File: src/rtl/assert_macros.svh
// Assertion macros used by the RTL files (rau_back includes them).
`ifndef ASSERT_MACROS_SVH
`define ASSERT_MACROS_SVH
`ifndef ASSERT_OFF
`define ASSERT_CLK(label, clk, rst_n, prop, msg) \
    label: assert property (@(posedge clk) disable iff (!rst_n) prop) else $error(msg);
`define ASSERT_ALWAYS(label, clk, prop, msg) \
    label: assert property (@(posedge clk) prop) else $error(msg);
`else
`define ASSERT_CLK(label, clk, rst_n, prop, msg)
`define ASSERT_ALWAYS(label, clk, prop, msg)
`endif
`endif

File: src/rtl/rau_pkg.sv
`timescale 1ns / 1ps
`default_nettype none
package rau_pkg;
    localparam int IN_WIDTH_DEF = 16;
    localparam int NUM_W = 33;
    localparam int DEN_W = 31;
    localparam int MAG_W = 64;
    localparam int QUEUE_DEPTH = 2;

    typedef enum logic [1:0] {
        OP_ADD = 2'd0,
        OP_SUB = 2'd1,
        OP_MUL = 2'd2,
        OP_DIV = 2'd3
    } t_op;

    // Classified item handed from front to back.
    typedef struct packed {
        logic             zero_den;
        logic             neg;
        logic [MAG_W-1:0] nm;
        logic [MAG_W-1:0] dm;
    } t_job;
endpackage
`default_nettype wire

File: src/rtl/rau_front.sv
`timescale 1ns / 1ps
`default_nettype none
module rau_front
    import rau_pkg::*;
#(
    parameter int IN_WIDTH = IN_WIDTH_DEF
) (
    input  wire logic                       i_clk,
    input  wire logic                       i_rst_n,
    input  wire logic                       i_valid,
    output logic                            o_stall,
    input  wire logic [1:0]                 i_kind,
    input  wire logic signed [IN_WIDTH-1:0] i_a_num,
    input  wire logic signed [IN_WIDTH-1:0] i_a_den,
    input  wire logic signed [IN_WIDTH-1:0] i_b_num,
    input  wire logic signed [IN_WIDTH-1:0] i_b_den,
    output logic                            o_job_valid,
    input  wire logic                       i_job_stall,
    output t_job                            o_job
);
    localparam int PW = 2 * IN_WIDTH;

    typedef enum logic [1:0] {S_IDLE, S_MUL, S_SUM, S_OUT} t_state;

    t_state r_state, n_state;
    t_op r_op, n_op;
    logic signed [IN_WIDTH-1:0] r_an, r_ad, r_bn, r_bd, n_an, n_ad, n_bn, n_bd;
    logic signed [PW-1:0] r_p0, r_p1, r_pd, n_p0, n_p1, n_pd;
    t_job r_job, n_job;
    logic [MAG_W-1:0] w_n, w_d, w_p0, w_p1;

    assign w_p0 = MAG_W'($signed(r_p0));
    assign w_p1 = MAG_W'($signed(r_p1));

    always_comb begin
        n_state = r_state;
        n_op = r_op;
        n_an = r_an; n_ad = r_ad; n_bn = r_bn; n_bd = r_bd;
        n_p0 = r_p0; n_p1 = r_p1; n_pd = r_pd;
        n_job = r_job;
        w_n = '0;
        w_d = MAG_W'($signed(r_pd));
        unique case (r_op)
            OP_ADD: w_n = w_p0 + w_p1;
            OP_SUB: w_n = w_p0 - w_p1;
            default: w_n = w_p0;
        endcase
        unique case (r_state)
            S_IDLE: begin
                if (i_valid) begin
                    n_op = t_op'(i_kind);
                    n_an = i_a_num; n_ad = i_a_den; n_bn = i_b_num; n_bd = i_b_den;
                    n_state = S_MUL;
                end
            end
            S_MUL: begin
                unique case (r_op)
                    OP_MUL: begin
                        n_p0 = r_an * r_bn;
                        n_pd = r_ad * r_bd;
                    end
                    OP_DIV: begin
                        n_p0 = r_an * r_bd;
                        n_pd = r_ad * r_bn;
                    end
                    default: begin
                        n_p0 = r_an * r_bd;
                        n_pd = r_ad * r_bd;
                    end
                endcase
                n_state = S_SUM;
            end
            S_SUM: begin
                // Second cross product for the sum and difference cases.
                n_p1 = r_ad * r_bn;
                n_state = S_OUT;
            end
            S_OUT: begin
                n_job.zero_den = (w_d == '0);
                n_job.neg = w_n[MAG_W-1] ^ w_d[MAG_W-1];
                n_job.nm = w_n[MAG_W-1] ? (MAG_W'(0) - w_n) : w_n;
                n_job.dm = w_d[MAG_W-1] ? (MAG_W'(0) - w_d) : w_d;
                n_state = S_IDLE;
            end
            default: n_state = S_IDLE;
        endcase
    end

    logic r_jv;
    always_ff @(posedge i_clk) begin
        if (!i_rst_n) begin
            r_state <= S_IDLE;
            r_jv <= 1'b0;
        end else begin
            if (r_state == S_OUT && !(r_jv && i_job_stall)) begin
                r_state <= n_state;
                r_jv <= 1'b1;
            end else begin
                if (r_jv && !i_job_stall) r_jv <= 1'b0;
                if (r_state != S_OUT) r_state <= n_state;
            end
        end
        if (!(r_state == S_OUT && r_jv && i_job_stall)) begin
            r_op <= n_op;
            r_an <= n_an; r_ad <= n_ad; r_bn <= n_bn; r_bd <= n_bd;
            r_p0 <= n_p0; r_p1 <= n_p1; r_pd <= n_pd;
            if (r_state == S_OUT) r_job <= n_job;
        end
    end

    assign o_stall = (r_state != S_IDLE);
    assign o_job_valid = r_jv;
    assign o_job = r_job;
endmodule
`default_nettype wire

File: src/rtl/rau_queue.sv
`timescale 1ns / 1ps
`default_nettype none
module rau_queue
    import rau_pkg::*;
(
    input  wire logic i_clk,
    input  wire logic i_rst_n,
    input  wire logic i_valid,
    output logic      o_stall,
    input  wire t_job i_job,
    output logic      o_valid,
    input  wire logic i_stall,
    output t_job      o_job
);
    localparam int AW = $clog2(QUEUE_DEPTH);
    t_job r_mem [QUEUE_DEPTH];
    logic [AW-1:0] r_wp, r_rp;
    logic [AW:0] r_cnt;
    logic w_push, w_pop;

    assign o_stall = (r_cnt == (AW+1)'(QUEUE_DEPTH));
    assign o_valid = (r_cnt != '0);
    assign w_push = i_valid && !o_stall;
    assign w_pop = o_valid && !i_stall;
    assign o_job = r_mem[r_rp];

    always_ff @(posedge i_clk) begin
        if (!i_rst_n) begin
            r_wp <= '0; r_rp <= '0; r_cnt <= '0;
        end else begin
            if (w_push) r_wp <= r_wp + 1'b1;
            if (w_pop) r_rp <= r_rp + 1'b1;
            r_cnt <= r_cnt + (AW+1)'(w_push) - (AW+1)'(w_pop);
        end
        if (w_push) r_mem[r_wp] <= i_job;
    end
endmodule
`default_nettype wire

File: src/rtl/rau_back.sv
`timescale 1ns / 1ps
`default_nettype none
`include "assert_macros.svh"
module rau_back
    import rau_pkg::*;
(
    input  wire logic                    i_clk,
    input  wire logic                    i_rst_n,
    input  wire logic                    i_valid,
    output logic                         o_stall,
    input  wire t_job                    i_job,
    output logic                         o_valid,
    input  wire logic                    i_stall,
    output logic signed [NUM_W-1:0]      o_res_num,
    output logic [DEN_W-1:0]             o_res_den,
    output logic                         o_is_whole,
    output logic                         o_zero_den
);
    localparam int CW = $clog2(MAG_W + 1);
    typedef enum logic [2:0] {S_IDLE, S_MOD, S_GCD, S_DIVN, S_DIVD, S_DONE} t_state;

    t_state r_state;
    t_job r_job;
    logic [MAG_W-1:0] r_x, r_y;      // Euclid pair
    logic [MAG_W-1:0] r_rem, r_quo, r_dvd, r_dvs;
    logic [CW-1:0] r_cnt;
    logic [MAG_W-1:0] r_rn;
    logic r_ov;
    logic signed [NUM_W-1:0] r_num;
    logic [DEN_W-1:0] r_den;
    logic r_whole, r_zd;
    logic [MAG_W:0] w_sh;
    logic [MAG_W:0] w_diff;

    // One restoring division bit per cycle.
    assign w_sh = {r_rem, r_dvd[MAG_W-1]};
    assign w_diff = w_sh - {1'b0, r_dvs};

    assign o_stall = (r_state != S_IDLE);

    always_ff @(posedge i_clk) begin
        if (!i_rst_n) begin
            r_state <= S_IDLE;
            r_ov <= 1'b0;
        end else begin
            if (r_ov && !i_stall) r_ov <= 1'b0;
            unique case (r_state)
                S_IDLE: begin
                    if (i_valid) begin
                        r_job <= i_job;
                        r_x <= i_job.nm;
                        r_y <= i_job.dm;
                        r_state <= i_job.zero_den ? S_DONE : S_GCD;
                    end
                end
                S_GCD: begin
                    if (r_x == '0) begin
                        // r_y holds the gcd; divide numerator first.
                        r_dvs <= r_y;
                        r_dvd <= r_job.nm;
                        r_rem <= '0;
                        r_cnt <= '0;
                        r_state <= S_DIVN;
                    end else begin
                        r_dvs <= r_x;
                        r_dvd <= r_y;
                        r_rem <= '0;
                        r_cnt <= '0;
                        r_state <= S_MOD;
                    end
                end
                S_MOD, S_DIVN, S_DIVD: begin
                    r_dvd <= {r_dvd[MAG_W-2:0], ~w_diff[MAG_W]};
                    r_rem <= w_diff[MAG_W] ? w_sh[MAG_W-1:0] : w_diff[MAG_W-1:0];
                    r_cnt <= r_cnt + 1'b1;
                    if (r_cnt == CW'(MAG_W - 1)) begin
                        r_cnt <= '0;
                        unique case (r_state)
                            S_MOD: begin
                                r_y <= r_x;
                                r_x <= w_diff[MAG_W] ? w_sh[MAG_W-1:0] : w_diff[MAG_W-1:0];
                                r_state <= S_GCD;
                            end
                            S_DIVN: begin
                                r_rn <= {r_dvd[MAG_W-2:0], ~w_diff[MAG_W]};
                                r_dvd <= r_job.dm;
                                r_rem <= '0;
                                r_state <= S_DIVD;
                            end
                            default: r_state <= S_DONE;
                        endcase
                    end
                end
                S_DONE: begin
                    if (!r_ov || !i_stall) begin
                        r_ov <= 1'b1;
                        r_zd <= r_job.zero_den;
                        if (r_job.zero_den) begin
                            r_num <= '0; r_den <= '0; r_whole <= 1'b0;
                        end else begin
                            r_num <= (r_job.neg && r_rn != '0) ? NUM_W'(MAG_W'(0) - r_rn)
                                                               : NUM_W'(r_rn);
                            r_den <= DEN_W'(r_dvd);
                            r_whole <= (r_dvd == MAG_W'(1));
                        end
                        r_state <= S_IDLE;
                    end
                end
                default: r_state <= S_IDLE;
            endcase
        end
    end

    assign o_valid = r_ov;
    assign o_res_num = r_num;
    assign o_res_den = r_den;
    assign o_is_whole = r_whole;
    assign o_zero_den = r_zd;

    `ASSERT_CLK(a_zd_out, i_clk, i_rst_n, (r_ov && r_zd) |-> (r_den == '0 && !r_whole), "zero denominator result not 0/0")
    `ASSERT_CLK(a_whole, i_clk, i_rst_n, (r_ov && !r_zd) |-> (r_whole == (r_den == DEN_W'(1))), "whole flag mismatch")
    `ASSERT_CLK(a_den_pos, i_clk, i_rst_n, (r_ov && !r_zd) |-> (r_den != '0), "zero denominator without flag")
    `ASSERT_CLK(a_hold, i_clk, i_rst_n, (r_ov && i_stall) |=> (r_ov && $stable(r_num)), "stalled result changed")
endmodule
`default_nettype wire

File: src/rtl/rational_arithmetic_unit.sv
`timescale 1ns / 1ps
`default_nettype none
// The front end forms the cross products and signs in turn, a two-entry queue holds
// finished jobs, and the back end runs Euclid on a 64-bit bit-serial divider, then
// divides the numerator and the denominator by the gcd. Each stage takes a new item only
// once it is done with the last, but the queue lets the front end work ahead of the back end.
// Reset: synchronous, active low; clears the state machines, the valid flags and the queue.
module rational_arithmetic_unit
    import rau_pkg::*;
#(
    parameter int IN_WIDTH = IN_WIDTH_DEF
) (
    input  wire logic                       i_clk,
    input  wire logic                       i_rst_n,
    input  wire logic                       i_valid,
    output logic                            o_stall,
    input  wire logic [1:0]                 i_kind,
    input  wire logic signed [IN_WIDTH-1:0] i_a_num,
    input  wire logic signed [IN_WIDTH-1:0] i_a_den,
    input  wire logic signed [IN_WIDTH-1:0] i_b_num,
    input  wire logic signed [IN_WIDTH-1:0] i_b_den,
    output logic                            o_valid,
    input  wire logic                       i_stall,
    output logic signed [NUM_W-1:0]         o_res_num,
    output logic [DEN_W-1:0]                o_res_den,
    output logic                            o_is_whole,
    output logic                            o_zero_den
);
    // The front end forms the cross products and signs; a short queue
    // decouples it from the back end, which runs Euclid and the reductions.
    logic w_fv, w_fs, w_qv, w_qs;
    t_job w_fj, w_qj;

    rau_front #(.IN_WIDTH(IN_WIDTH)) u_front (
        .i_clk, .i_rst_n, .i_valid, .o_stall,
        .i_kind, .i_a_num, .i_a_den, .i_b_num, .i_b_den,
        .o_job_valid(w_fv), .i_job_stall(w_fs), .o_job(w_fj)
    );

    rau_queue u_queue (
        .i_clk, .i_rst_n, .i_valid(w_fv), .o_stall(w_fs), .i_job(w_fj),
        .o_valid(w_qv), .i_stall(w_qs), .o_job(w_qj)
    );

    rau_back u_back (
        .i_clk, .i_rst_n, .i_valid(w_qv), .o_stall(w_qs), .i_job(w_qj),
        .o_valid, .i_stall, .o_res_num, .o_res_den, .o_is_whole, .o_zero_den
    );
endmodule
`default_nettype wire

File: config.mk
export PLATFORM = sky130hd
export DESIGN_NAME = rational_arithmetic_unit
export DESIGN_NICKNAME = d
export VERILOG_FILES = /design/src/rtl/rau_pkg.sv /design/src/rtl/rau_front.sv /design/src/rtl/rau_queue.sv /design/src/rtl/rau_back.sv /design/src/rtl/rational_arithmetic_unit.sv
export VERILOG_INCLUDE_DIRS = /design/src /design/src/rtl
export SDC_FILE = /design/constraint.sdc
export NUM_CORES = 2
export LEC_CHECK = 0
export ABC_AREA = 1
export BUFFER_PORTS_ARGS = -buffer_cell sky130_fd_sc_hd__buf_2
export CORE_ASPECT_RATIO = 1.5
export CORE_UTILIZATION = 40
export CTS_CLUSTER_DIAMETER = 40
export CTS_CLUSTER_SIZE = 8
export DETAILED_ROUTE_END_ITERATION = 8
export GPL_ROUTABILITY_DRIVEN = 0
export SLEW_MARGIN = 10
export SYNTH_ARGS = -nofsm -noshare
export SYNTH_HDL_FRONTEND = slang
export SYNTH_HIERARCHICAL = 1
export SYNTH_SLANG_ARGS = --single-unit
File: constraint.sdc
create_clock -name i_clk -period 8.5 [get_ports i_clk]
set_clock_uncertainty 0.2 [all_clocks]
set_input_delay 0.85 -clock i_clk [delete_from_list [all_inputs] [get_ports i_clk]]
set_output_delay 0.85 -clock i_clk [all_outputs]
set_load 0.01 [all_outputs]
==> run_results.csv <==
group,metric,value,unit
grt,grt_pass1_vias,75600,
critical_path,critical_path.cell_chain,"nand2_1 > inv_1 > fa_1 > fa_1 > fa_1 > fa_1 > fa_1 > inv_1 > fa_1 > inv_1 > ha_1 > a21oi_1 > o21ai_0 > a211oi_1 > o211ai_1 > o21ai_0 > nand2_1",
logic_synthesis,syn_inst,10700,
placement,dp.cells,13900,
cells_and_area,layout_commonest_cell,"nand2_1",
floorplan,die_x,403,µm
routing,top_layer,"met5",
routing,detail_route.wl_per_cell,20.3,µm
floorplan,io_pins,138,
sta,timing.fmax,134,MHz
sta,slew_headroom,12.8,%
sta,hold_violations,0,
run,maxCapViolations,0,
critical_path,crit_arrival,7.70,ns
clock_network,clk_latency,0.87,ns
logic_synthesis,synth-edff-count,1108,
placement,dp_hpwl,227000,µm
routing,wl_met3,14700,µm
logic_synthesis,synth_top_family_by_area,"adder cells",
cells_and_area,nets,12400,
grt,grt.total_usage,23.5,%
clock_network,clk_path_buf_depth,4,
grt,grt_pass1_wl,434000,µm
logic_synthesis,async_flop_share,0,%
clock_network,post_cts_buffers,0,
logic_synthesis,synth_compound_area_share,5.20,%
routing,vias_per_cell,5.07,
worst_hold_path,hold_path.class,"primary input to flip-flop",
routing,met1Wirelength,97700,µm
logic_synthesis,synth_seq_cells,1120,
sta,worst_slack,1.06,ns
outcome,outcome,"finished clean",
grt,overflow,0,
critical_path,endpoint_kind,"flip-flop",
logic_synthesis,syn_area_per_cell,9.00,µm²
routing,via_count,71700,
sta,period_needed,7.44,ns
cells_and_area,fin_util,44.3,%
sta,tns,0,ns
clock_network,holdBufCountCts,0,
logic_synthesis,synth_cell_types,64,
critical_path,critical_path_required,8.76,ns
critical_path,crit_top_cell,"fa_1",
clock_network,cts_buffers,192,
critical_path,critical_path.max_fanout,19,
logic_synthesis,seq_area_frac_synth,34.7,%
grt,grt_antenna_before_repair,7,
routing,drcViolationCount,0,
critical_path,critPathLaunchType,"flip-flop",
floorplan,initial_utilization,40.3,%
grt,grt_start_max_net_pins,133,
cells_and_area,area_growth,10.0,%
floorplan,core_area,0.240,mm²
routing,drt-total-wl,286000,µm
sta,worst_pin_slew,1.29,ns
cells_and_area,final_cell_mix,"2,619 x nand2_1, 2,571 x inv_1, 1,108 x edfxtp_1",
logic_synthesis,synthAdderAreaFrac,27.4,%
clock_network,clock-root-buffer,"clkbuf_16",
sta,drv_slew,0,
sta,rsz0062_at_grt,"no",
critical_path,crit_type,"flip-flop to flip-flop",
routing,drt_iter0_markers,5111,
clock_network,ctsHtreeMaxLevel,4,
floorplan,die-height,604,µm
cells_and_area,fin_cells,14100,
clock_network,cts_sinks,1120,
logic_synthesis,synth-xor-area-share,2.17,%
routing,routed-wl-met2,145000,µm
logic_synthesis,synth_area,0.0965,mm²
sta,setup_viol,0,
logic_synthesis,synthMuxAreaShare,1.53,%
clock_network,cts_tree,"done",
logic_synthesis,synth_warnings,6,
clock_network,postCtsResizedCells,0,
routing,first_pass_iters,6,
clock_network,cts.clk_slew.worst_paths,0.04,ns
placement,port_buffers,137,
critical_path,critical-path-max-stage-delay,1.04,ns
placement,detailedPlace.worstSlack,1.08,ns
routing,postRouteAntennaNets,0,
floorplan,die_area,0.243,mm²
sta,post-route-period-util,87.5,%
critical_path,cp_slowest_cell,"edfxtp_1",
floorplan,row_count,220,
cells_and_area,drive_gt1_share,8.59,%
logic_synthesis,ys.flop_type,"edfxtp_1",
logic_synthesis,synthSimpleGateAreaFrac,17.0,%
-- layout make-up --
class / count / area, µm²
tap: 3219 / 4030
clock inverter: 44 / 490
multi-input combinational: 6651 / 51600
sequential: 1120 / 33500
inverter: 2605 / 9800
clock buffer: 211 / 4890
antenna: 1 / 2.50
timing repair buffer: 282 / 1830
fill: 23100 / 134000
-- routing by layer --
metal | up-vias | global-route usage, %
met5 | - | 0
met4 | 4 | 20.3
met3 | 958 | 3.02
met2 | 2589 | 42.2
met1 | 35100 | 24.0
li1 | 33000 | -
-- stage by stage --
stage | hold slack, ns | area, µm²
6_report | 0.0620 | 106000
3_3_place_gp | 0.222 | 101000
3_5_place_dp | 0.230 | 101000
5_1_grt | 0.0283 | 106000
2_1_floorplan | 0.221 | 96700
4_1_cts | 0.00403 | 106000
-- critical path, delay by kind of cell (launching register included) --
family	cells	cell delay, ns
buffers and inverters	3	0.29
AO/OA/AOI/OAI	5	1.48
AND/OR/NAND/NOR	2	0.38
adder cells (fa/ha/maj)	7	3.72
flip-flops	1	1.04
-- cell usage after synthesis, types with 36 or more instances --
| cell type | n | area [µm²] |
|---|---|---|
| mux2_2 | 131 | 1480 |
| nand2_2 | 67 | 419 |
| nor2_1 | 485 | 1820 |
| clkbuf_1 | 296 | 1110 |
| xor2_1 | 136 | 1190 |
| xnor2_1 | 100 | 876 |
| nand3_1 | 296 | 1480 |
| nand4_1 | 68 | 425 |
| a21oi_1 | 340 | 1700 |
| nor4_1 | 55 | 344 |
| nand3_2 | 56 | 561 |
| ha_1 | 436 | 5460 |
| o211ai_1 | 62 | 465 |
| inv_1 | 2576 | 9670 |
| o21bai_1 | 39 | 293 |
| nand2_1 | 2621 | 9840 |
| or2_2 | 36 | 225 |
| fa_1 | 1050 | 21000 |
| nor3_1 | 58 | 290 |
| o21ai_0 | 376 | 1880 |
| edfxtp_1 | 1108 | 33300 |
-- sequential cells by signal (all words and copies together), names as in the netlist, 33 cells and up, named ones only --
register and flops:
u_back/r_dvs 64, u_back/r_dvd 64, u_back/o_res_num 33, u_back/r_rn 64, u_queue/r_mem 260, u_back/r_x 64
u_back/r_rem 64, u_back/r_job 130, u_back/r_y 64, u_front/o_job 99
-- worst paths after layout --
kind,slack (ns),to,cells after the start,from
hold reg to reg,0.17,u_queue/r_mem[1][120],0,u_front/o_job[120]
setup / recovery,1.06,u_front/r_p0[28],17,u_front/r_bn[1]
hold / removal,0.06,u_front/r_an[13],1,i_a_num[13]
setup reg to reg,1.06,u_front/r_p0[28],17,u_front/r_bn[1]
-- cells by family after synthesis --
group | after synthesis
AOI/OAI and AO/OA | 911
xor gates and xnor gates | 238
adders and majority gates | 1486
buffers and inverters | 2985
DFF | 1120
muxes | 131
other | 1
and+or+nand+nor | 3854
Power is left out: the tool's default activity adds up to more than one toggle a clock period on the data nets, which glitch-free logic cannot reach.
